## config.mk

```make
export PLATFORM = sky130hd
export DESIGN_NAME = two_way_sorted_merge_top
export DESIGN_NICKNAME = d
export VERILOG_FILES = /design/src/hw/rtl/tsm_pkg.sv /design/src/hw/rtl/tsm_ram.sv /design/src/hw/rtl/tsm_cmp.sv /design/src/hw/rtl/two_way_sorted_merge_top.sv
export SDC_FILE = /design/constraint.sdc
export NUM_CORES = 2
export LEC_CHECK = 0
export BUFFER_PORTS_ARGS = -buffer_cell sky130_fd_sc_hd__buf_4
export CAP_MARGIN = 10
export CORE_MARGIN = 2
export CORE_UTILIZATION = 55
export CTS_CLUSTER_DIAMETER = 50
export DETAILED_ROUTE_END_ITERATION = 12
export PLACE_DENSITY = 0.86
export REMOVE_ABC_BUFFERS = 1
export SYNTH_ARGS = -nofsm -noshare
export SYNTH_HDL_FRONTEND = slang
export SYNTH_SLANG_ARGS = --single-unit
```

## constraint.sdc

```tcl
create_clock -name clock -period 3.4 [get_ports clock]
set_input_delay 0.34 -clock clock [delete_from_list [all_inputs] [get_ports clock]]
set_output_delay 0.34 -clock clock [all_outputs]
set_load 0.02 [all_outputs]
```

## src/hw/rtl/tsm_pkg.sv

```systemverilog
package tsm_pkg;

   // element width of both buffers and of the merged output
   localparam int ELEM_W = 32;

   // item kinds on the request side (carried in req_tuser)
   localparam logic [1:0] KIND_APPEND_A = 2'd0;
   localparam logic [1:0] KIND_APPEND_B = 2'd1;
   localparam logic [1:0] KIND_MERGE    = 2'd2;

   // bit positions of the result flags in rsp_tuser
   localparam int RSP_USER_W      = 2;
   localparam int RSP_BIT_EMPTY   = 0;
   localparam int RSP_BIT_DROPPED = 1;

   typedef logic signed [ELEM_W-1:0] elem_type;

endpackage

```

## src/hw/rtl/tsm_ram.sv

```systemverilog
module tsm_ram #(
   parameter int WIDTH = 32,
   parameter int DEPTH = 32,
   parameter int AW    = 5
) (
   input  logic             clock,
   input  logic             wr_en,
   input  logic [AW-1:0]    wr_addr,
   input  logic [WIDTH-1:0] wr_data,
   input  logic [AW-1:0]    rd_addr,
   output logic [WIDTH-1:0] rd_data
);

   logic [WIDTH-1:0] mem [DEPTH];
   logic [WIDTH-1:0] rd_data_ff;

   always_ff @(posedge clock) begin
      if (wr_en) begin
         mem[wr_addr] <= wr_data;
      end
      rd_data_ff <= mem[rd_addr];
   end

   assign rd_data = rd_data_ff;

endmodule

```

## src/hw/rtl/tsm_cmp.sv

```systemverilog
module tsm_cmp
   import tsm_pkg::*;
(
   input  elem_type head_a,
   input  elem_type head_b,
   output logic     a_wins
);

   // A wins a tie
   assign a_wins = (head_a <= head_b);

endmodule

```

## src/hw/rtl/two_way_sorted_merge_top.sv

```systemverilog
// Two-way merge of sorted sequences.
//
// Request channel (req_*): each item carries a kind in req_tuser and a signed
// element in req_tdata. Kind append-A / append-B stores the element at the
// tail of buffer A / B (DEPTH entries each); an element that meets a full
// buffer is dropped and a sticky drop flag is set. Kind merge starts a walk
// that emits the merge of A and B, smaller head first, A winning ties. The
// unused kind is accepted and ignored.
//
// Response channel (rsp_*): one item per merged element, rsp_tlast on the
// final one. If both buffers were empty, one item with data zero, tlast and
// the empty flag. The drop flag rides on every item of the run, then both
// buffers and the flag are cleared.
//
// Walk: for each element the merge walk first addresses the two buffer RAMs,
// then compares the registered heads in the one shared comparator. An output
// register holds the current item; while the receiver stalls, the walk waits
// on it and req_tready stays low until the walk ends. Loads proceed while
// the last item waits; reset clears buffers, drop flag, valid.
module two_way_sorted_merge_top
   import tsm_pkg::*;
#(
   parameter int DEPTH = 32
) (
   input  logic                  clock,
   input  logic                  reset,
   input  logic                  req_tvalid,
   output logic                  req_tready,
   input  logic [31:0]           req_tdata,   // [31:0] value
   input  logic [1:0]            req_tuser,   // [1:0] kind
   output logic                  rsp_tvalid,
   input  logic                  rsp_tready,
   output logic [31:0]           rsp_tdata,   // [31:0] out_value
   output logic                  rsp_tlast,   // last
   output logic [RSP_USER_W-1:0] rsp_tuser    // [0] empty_res, [1] dropped
);

   localparam int AW = (DEPTH > 1) ? $clog2(DEPTH) : 1;
   localparam int CW = $clog2(DEPTH + 1);

   typedef enum logic [1:0] {
      ST_IDLE,
      ST_FETCH,
      ST_PICK,
      ST_EMPTY
   } state_type;

   state_type       state_ff, state_in;
   logic [CW-1:0]   count_a_ff, count_a_in;
   logic [CW-1:0]   count_b_ff, count_b_in;
   logic [CW-1:0]   ia_ff, ia_in;
   logic [CW-1:0]   ib_ff, ib_in;
   logic            overflow_ff, overflow_in;
   logic            rsp_valid_ff, rsp_valid_in;
   elem_type        rsp_value_ff, rsp_value_in;
   logic            rsp_last_ff, rsp_last_in;
   logic            rsp_empty_ff, rsp_empty_in;
   logic            rsp_dropped_ff, rsp_dropped_in;

   logic            wr_a, wr_b;
   elem_type        head_a, head_b;
   logic            a_wins;
   logic            a_live, b_live, take_a, walk_last, rsp_free, req_fire;
   logic [CW:0]     total, pos_next;

   // buffers: write at the tail count, read at the walk pointer
   tsm_ram #(.WIDTH(ELEM_W), .DEPTH(DEPTH), .AW(AW)) u_ram_a (
      .clock   (clock),
      .wr_en   (wr_a),
      .wr_addr (count_a_ff[AW-1:0]),
      .wr_data (req_tdata),
      .rd_addr (ia_ff[AW-1:0]),
      .rd_data (head_a)
   );

   tsm_ram #(.WIDTH(ELEM_W), .DEPTH(DEPTH), .AW(AW)) u_ram_b (
      .clock   (clock),
      .wr_en   (wr_b),
      .wr_addr (count_b_ff[AW-1:0]),
      .wr_data (req_tdata),
      .rd_addr (ib_ff[AW-1:0]),
      .rd_data (head_b)
   );

   tsm_cmp u_cmp (
      .head_a (head_a),
      .head_b (head_b),
      .a_wins (a_wins)
   );

   assign req_tready = (state_ff == ST_IDLE);
   assign req_fire   = req_tvalid && req_tready;
   assign rsp_free   = !rsp_valid_ff || rsp_tready;

   // store only when the buffer has room
   assign wr_a = req_fire && (req_tuser == KIND_APPEND_A) && (count_a_ff < CW'(DEPTH));
   assign wr_b = req_fire && (req_tuser == KIND_APPEND_B) && (count_b_ff < CW'(DEPTH));

   assign a_live    = (ia_ff < count_a_ff);
   assign b_live    = (ib_ff < count_b_ff);
   assign take_a    = a_live && (!b_live || a_wins);
   assign total     = {1'b0, count_a_ff} + {1'b0, count_b_ff};
   assign pos_next  = {1'b0, ia_ff} + {1'b0, ib_ff} + (CW+1)'(1);
   assign walk_last = (pos_next == total);

   always_comb begin
      state_in       = state_ff;
      count_a_in     = count_a_ff;
      count_b_in     = count_b_ff;
      ia_in          = ia_ff;
      ib_in          = ib_ff;
      overflow_in    = overflow_ff;
      rsp_valid_in   = rsp_valid_ff && !rsp_tready;
      rsp_value_in   = rsp_value_ff;
      rsp_last_in    = rsp_last_ff;
      rsp_empty_in   = rsp_empty_ff;
      rsp_dropped_in = rsp_dropped_ff;

      unique case (state_ff)
         ST_IDLE: begin
            if (req_fire) begin
               case (req_tuser)
                  KIND_APPEND_A: begin
                     if (wr_a) count_a_in = count_a_ff + CW'(1);
                     else overflow_in = 1'b1;
                  end
                  KIND_APPEND_B: begin
                     if (wr_b) count_b_in = count_b_ff + CW'(1);
                     else overflow_in = 1'b1;
                  end
                  KIND_MERGE: begin
                     ia_in = '0;
                     ib_in = '0;
                     if (total == '0) state_in = ST_EMPTY;
                     else state_in = ST_FETCH;
                  end
                  default: ; // unused kind: drop
               endcase
            end
         end
         ST_FETCH: begin
            // heads are read this cycle, valid next
            state_in = ST_PICK;
         end
         ST_PICK: begin
            if (rsp_free) begin
               rsp_valid_in   = 1'b1;
               rsp_value_in   = take_a ? head_a : head_b;
               rsp_last_in    = walk_last;
               rsp_empty_in   = 1'b0;
               rsp_dropped_in = overflow_ff;
               if (take_a) ia_in = ia_ff + CW'(1);
               else ib_in = ib_ff + CW'(1);
               if (walk_last) begin
                  count_a_in  = '0;
                  count_b_in  = '0;
                  overflow_in = 1'b0;
                  state_in    = ST_IDLE;
               end else begin
                  state_in = ST_FETCH;
               end
            end
         end
         ST_EMPTY: begin
            if (rsp_free) begin
               rsp_valid_in   = 1'b1;
               rsp_value_in   = '0;
               rsp_last_in    = 1'b1;
               rsp_empty_in   = 1'b1;
               rsp_dropped_in = overflow_ff;
               overflow_in    = 1'b0;
               state_in       = ST_IDLE;
            end
         end
         default: state_in = ST_IDLE;
      endcase
   end

   always_ff @(posedge clock) begin
      if (reset) begin
         state_ff     <= ST_IDLE;
         count_a_ff   <= '0;
         count_b_ff   <= '0;
         ia_ff        <= '0;
         ib_ff        <= '0;
         overflow_ff  <= 1'b0;
         rsp_valid_ff <= 1'b0;
      end else begin
         state_ff     <= state_in;
         count_a_ff   <= count_a_in;
         count_b_ff   <= count_b_in;
         ia_ff        <= ia_in;
         ib_ff        <= ib_in;
         overflow_ff  <= overflow_in;
         rsp_valid_ff <= rsp_valid_in;
      end
      rsp_value_ff   <= rsp_value_in;
      rsp_last_ff    <= rsp_last_in;
      rsp_empty_ff   <= rsp_empty_in;
      rsp_dropped_ff <= rsp_dropped_in;
   end

   assign rsp_tvalid                 = rsp_valid_ff;
   assign rsp_tdata                  = rsp_value_ff;
   assign rsp_tlast                  = rsp_last_ff;
   assign rsp_tuser[RSP_BIT_EMPTY]   = rsp_empty_ff;
   assign rsp_tuser[RSP_BIT_DROPPED] = rsp_dropped_ff;

   // an empty-merge item is always the single, final, zero item
   assert property (@(posedge clock) disable iff (reset)
      (rsp_tvalid && rsp_tuser[RSP_BIT_EMPTY]) |-> (rsp_tlast && rsp_tdata == '0))
      else $error("empty result without last or with nonzero data");

   // fill counts never pass the buffer depth
   assert property (@(posedge clock) disable iff (reset)
      (count_a_ff <= CW'(DEPTH)) && (count_b_ff <= CW'(DEPTH)))
      else $error("buffer count beyond depth");

   // the walk never runs past both tails
   assert property (@(posedge clock) disable iff (reset)
      (state_ff == ST_PICK) |-> (a_live || b_live))
      else $error("merge walk past end of both buffers");

   // a finished walk leaves both buffers empty
   assert property (@(posedge clock) disable iff (reset)
      (state_ff == ST_PICK && rsp_free && walk_last) |=>
         (count_a_ff == '0 && count_b_ff == '0 && state_ff == ST_IDLE))
      else $error("buffers not emptied after merge");

endmodule
```

==> results by stage <==
Critical path:
- The critical path's top delay family is simple AND/OR/NAND/NOR gates.
- The highest fanout seen on the critical path is 26.
- The data arrival time of the worst path is 3.88 ns.
- The count of buffer and inverter cells on the critical path is 1.
- On the critical path, the stage with the largest delay is an instance of nor4_1.
- The delay of the slowest critical-path stage is 0.77 ns.
- The launching element type of the critical path is a flip-flop.
- Traced cell by cell, the critical path runs through ha_1 > nand4_1 > nor4_1 > a221o_1 > a22oi_1 > nand2_2 > buf_4 > mux2i_1 > nor2_1.
- The worst setup path is captured at a flip-flop.
- At the worst endpoint, the required time is 3.93 ns.
- The critical setup path kind is reg -> reg.

Floorplan:
- The floorplan core area is 151000 um2.
- Measured along the y axis, the die boundary spans 394 um.
- The number of rows created at floorplan is 143.
- The die area is 155000 um2.
- Once the floorplan was initialized, standard cells occupied 55.2% of the core.
- From left edge to right edge, the die measures 394 um.
- The count of boundary I/O pins is 75.

STA:
- The share of the clock period used by the worst path is 98.6%.
- The total count of max-transition violations in the final report is 0.
- The clock period minus final worst setup slack is 3.35 ns.
- The number of hold-slack violations in the final timing report is 0.
- Setup repair after global routing left no endpoint under its margin.
- The worst path setup slack after routing is 0.0480 ns.
- The headroom to the max-slew limit is 34.1%.
- The setup-violating endpoint count in the final report is 0.
- Based on the critical path, the design can be clocked at up to 298 MHz.
- The slew at the pin with the worst max-slew slack is 0.989 ns.
- On the final layout, the worst clock skew is 0.0384 ns.

Logic synthesis:
- Among all flip-flop cells after synthesis, the most frequent one is edfxtp_1.
- The flop and latch count out of synthesis is 2175.
- The unique cell type count in the Yosys netlist is 62.
- In this run the biggest area consumer among cell types represents 74.8% of the synthesized area.
- The synthesized design contains 2083 enable-type register cells.
- The gate count after technology mapping is 3636.
- The share of the Yosys chip area taken by registers is 77.0%.
- Yosys printed 0 warnings.
- The mean post-synth cell area is 23.0 um2.
- In the post-synthesis netlist, the biggest area contributors are edfxtp_1 75%, mux4_2 17%, dfxtp_1 2.2%, ha_1 0.96%, nand2_1 0.57%.
- The fraction of synthesis flops using an asynchronous set or reset pin is 0%.
- After synthesis the cells add up to 83600 um2.
- The largest total area in the synthesized netlist belongs to edfxtp_1.

GRT:
- The largest net degree at the start of global routing is 127.
- The wire length of the first global-routing pass is 324 mm.
- The global routing usage on met1 is 37.6%.
- The via count of the first global-routing pass is 43000.
- The global routing stage identified its most utilized layer as met2.
- The global-route total usage across every layer is 29.8%.
- The met3 usage is 7.50%.
- For this run, global-route usage on met2 was measured as 49.8%.
- The leftover overflow at the end of global routing is 0.
- The initial antenna violation count came to 14.

Place:
- During placement, the flow inserted port buffers numbering 74.
- At the end of routability-driven placement, the weighted congestion stood at 0.827.
- The half-perimeter wire length of the detailed placement result is 119 mm.
- After detailed placement, the total cell area comes to 88200 um2.
- The count of placed standard cells including taps is 5693.
- Timing analysis after detailed placement gives a worst setup slack of 0.240 ns.

Finish:
- Across the whole layout, storage elements account for 64400 um2.
- The post-route netlist has 31.5% of its cells at a drive strength greater than 1.
- The net count of the finished layout is 3974.
- Compared with the post-synthesis result, the final layout area differs by 13.9%.
- The area taken by multi-input logic gates is 18700 um2.
- The finished cells cover 95200 um2.
- Leaving out fill and tap cells, the most frequent cell in the layout is edfxtp_1.
- Leaving out fill and tap cells, the most frequent cells in the layout are 2083 x edfxtp_1, 640 x mux4_2, 205 x clkbuf_16, 142 x buf_4, 126 x nand2_1.
- The final standard cell count with taps included and fillers excluded is 6084.
- The filler cell count is 9243.

CTS:
- The depth of the CTS H-tree is 4.
- The clock tree from TritonCTS is yes.
- The clock latency at the later pin of the worst-skew pair is 0.83 ns.
- Clock tree synthesis inserted a total of 201 buffers.
- The CTS sink count is 2175.
- The post-cts sizing count is 0.
- After clock tree synthesis, the clock-pin slew on the worst setup and hold paths is 0.07 ns.
- The clock root buffer is clkbuf_16.
- The clock passes through at most 3 buffers.

Power:
- The worst-case IR drop observed on VDD is 0.630 mV.
- Dividing total power by cell area gives a power density of 649 nW/um2.
- In this run the static leakage power is 29.2 nW.
- The total design power is 0.0618 W.

Detailed routing:
- The number of vias in the routed layout is 42300.
- The first TritonRoute pass finished after 7 iterations.
- The final layout contains routed wiring with a total length of 230 mm.
- The via count normalized by instance count is 6.96.
- After the first detailed-routing iteration, the DRC count stood at 7312.
- In this run the remaining antenna-violating nets after routing total 0.
- The average routed wire per standard cell is 37.7 um.
- The DRC violations left is 0.

Outcome:
- The run finished with clean final reports.

Run:
- The count of max-cap constraint violations is 0.

Worst hold path:
- The tightest min-delay check is of the in -> reg type.
logic make-up after synthesis:
group	Yosys count	share of synthesized area, %
flops	2175	77.0
mux	709	18.1
simple gates	338	1.76
buf+inv	234	1.13
compound gates	101	0.796
fa+ha+maj	66	1.01
xor+xnor	13	0.136
area by class of cell:
class                           count  area share, %
Inverter                           60          0.237
Multi-Input combinational cell   1227           19.7
Antenna cell                        5         0.0131
Clock buffer                      247           5.65
Clock inverter                    135           1.65
Tap cell                         2030           2.67
Sequential cell                  2175           67.7
Timing Repair Buffer              205           2.40
metal layers:
layer | routed length [um] | part of all wire [%]
met1 | 74500 | 32
met2 | 116000 | 51
met3 | 27600 | 12
met4 | 11100 | 4.9
met5 | 92 | 0.040
through the flow:
step	hold slack [ns]	setup TNS [ns]	util [%]
floorplan	0.409	-1683.73	-
CTS	0.0391	0	62.9
global route	0.0847	0	62.9
detailed placement	0.506	0	58.2
global placement	0.436	0	58.2
finish	0.0714	0	62.9
flip-flops by register name, summed over array words and instances (netlist names):
signal           count
state_ff             2
u_ram_b.mem       1024
count_a_ff           6
ib_ff                6
u_ram_a.mem       1024
count_b_ff           6
u_ram_a.rd_data     32
u_ram_b.rd_data     32
rsp_dropped_ff       1
overflow_ff          1
rsp_empty_ff         1
ia_ff                6
rsp_tlast            1
rsp_tdata           32
rsp_tvalid           1
final timing paths:
kind | from | end | slack, ns | cells after the start
worst max-delay path | u_ram_a.rd_data[14] | rsp_tdata[13] | 0.05 | 9
worst min-delay path | req_tdata[21] | u_ram_b.mem[13][21] | 0.07 | 1
worst max register to register | u_ram_a.rd_data[14] | rsp_tdata[13] | 0.05 | 9
worst min register to register | overflow_ff | rsp_dropped_ff | 0.51 | 0
synth_stat cells (5+ instances only):
master,n
nor2b_1,5
nor3b_1,5
dfxtp_1,92
clkbuf_1,110
nor2_1,126
buf_1,24
buf_2,34
or3_1,6
a21oi_1,34
o21ai_0,14
mux2_2,32
inv_1,59
mux4_2,640
nor3_1,7
nand3_1,32
buf_4,6
o21a_1,5
mux2i_1,37
nand4_1,9
a211oi_1,7
ha_1,64
edfxtp_1,2083
nand2_1,126
xnor2_1,9
repair_timing:
action,in CTS,in global routing
hold endpoints to repair,10,0
hold buffers,4,0
setup buffers,0,0
power breakdown:
group / leakage, nW / total (W) / internal [W] / switching [W]
registers: 19.5 / 0.0301 / 0.0297 / 0.000390
logic: 6.32 / 0.00789 / 0.00379 / 0.00410
clock network: 3.37 / 0.0238 / 0.0135 / 0.0103
total: 29.2 / 0.0618 / 0.0470 / 0.0148
Note: power is estimated with default switching activity, not from simulation.
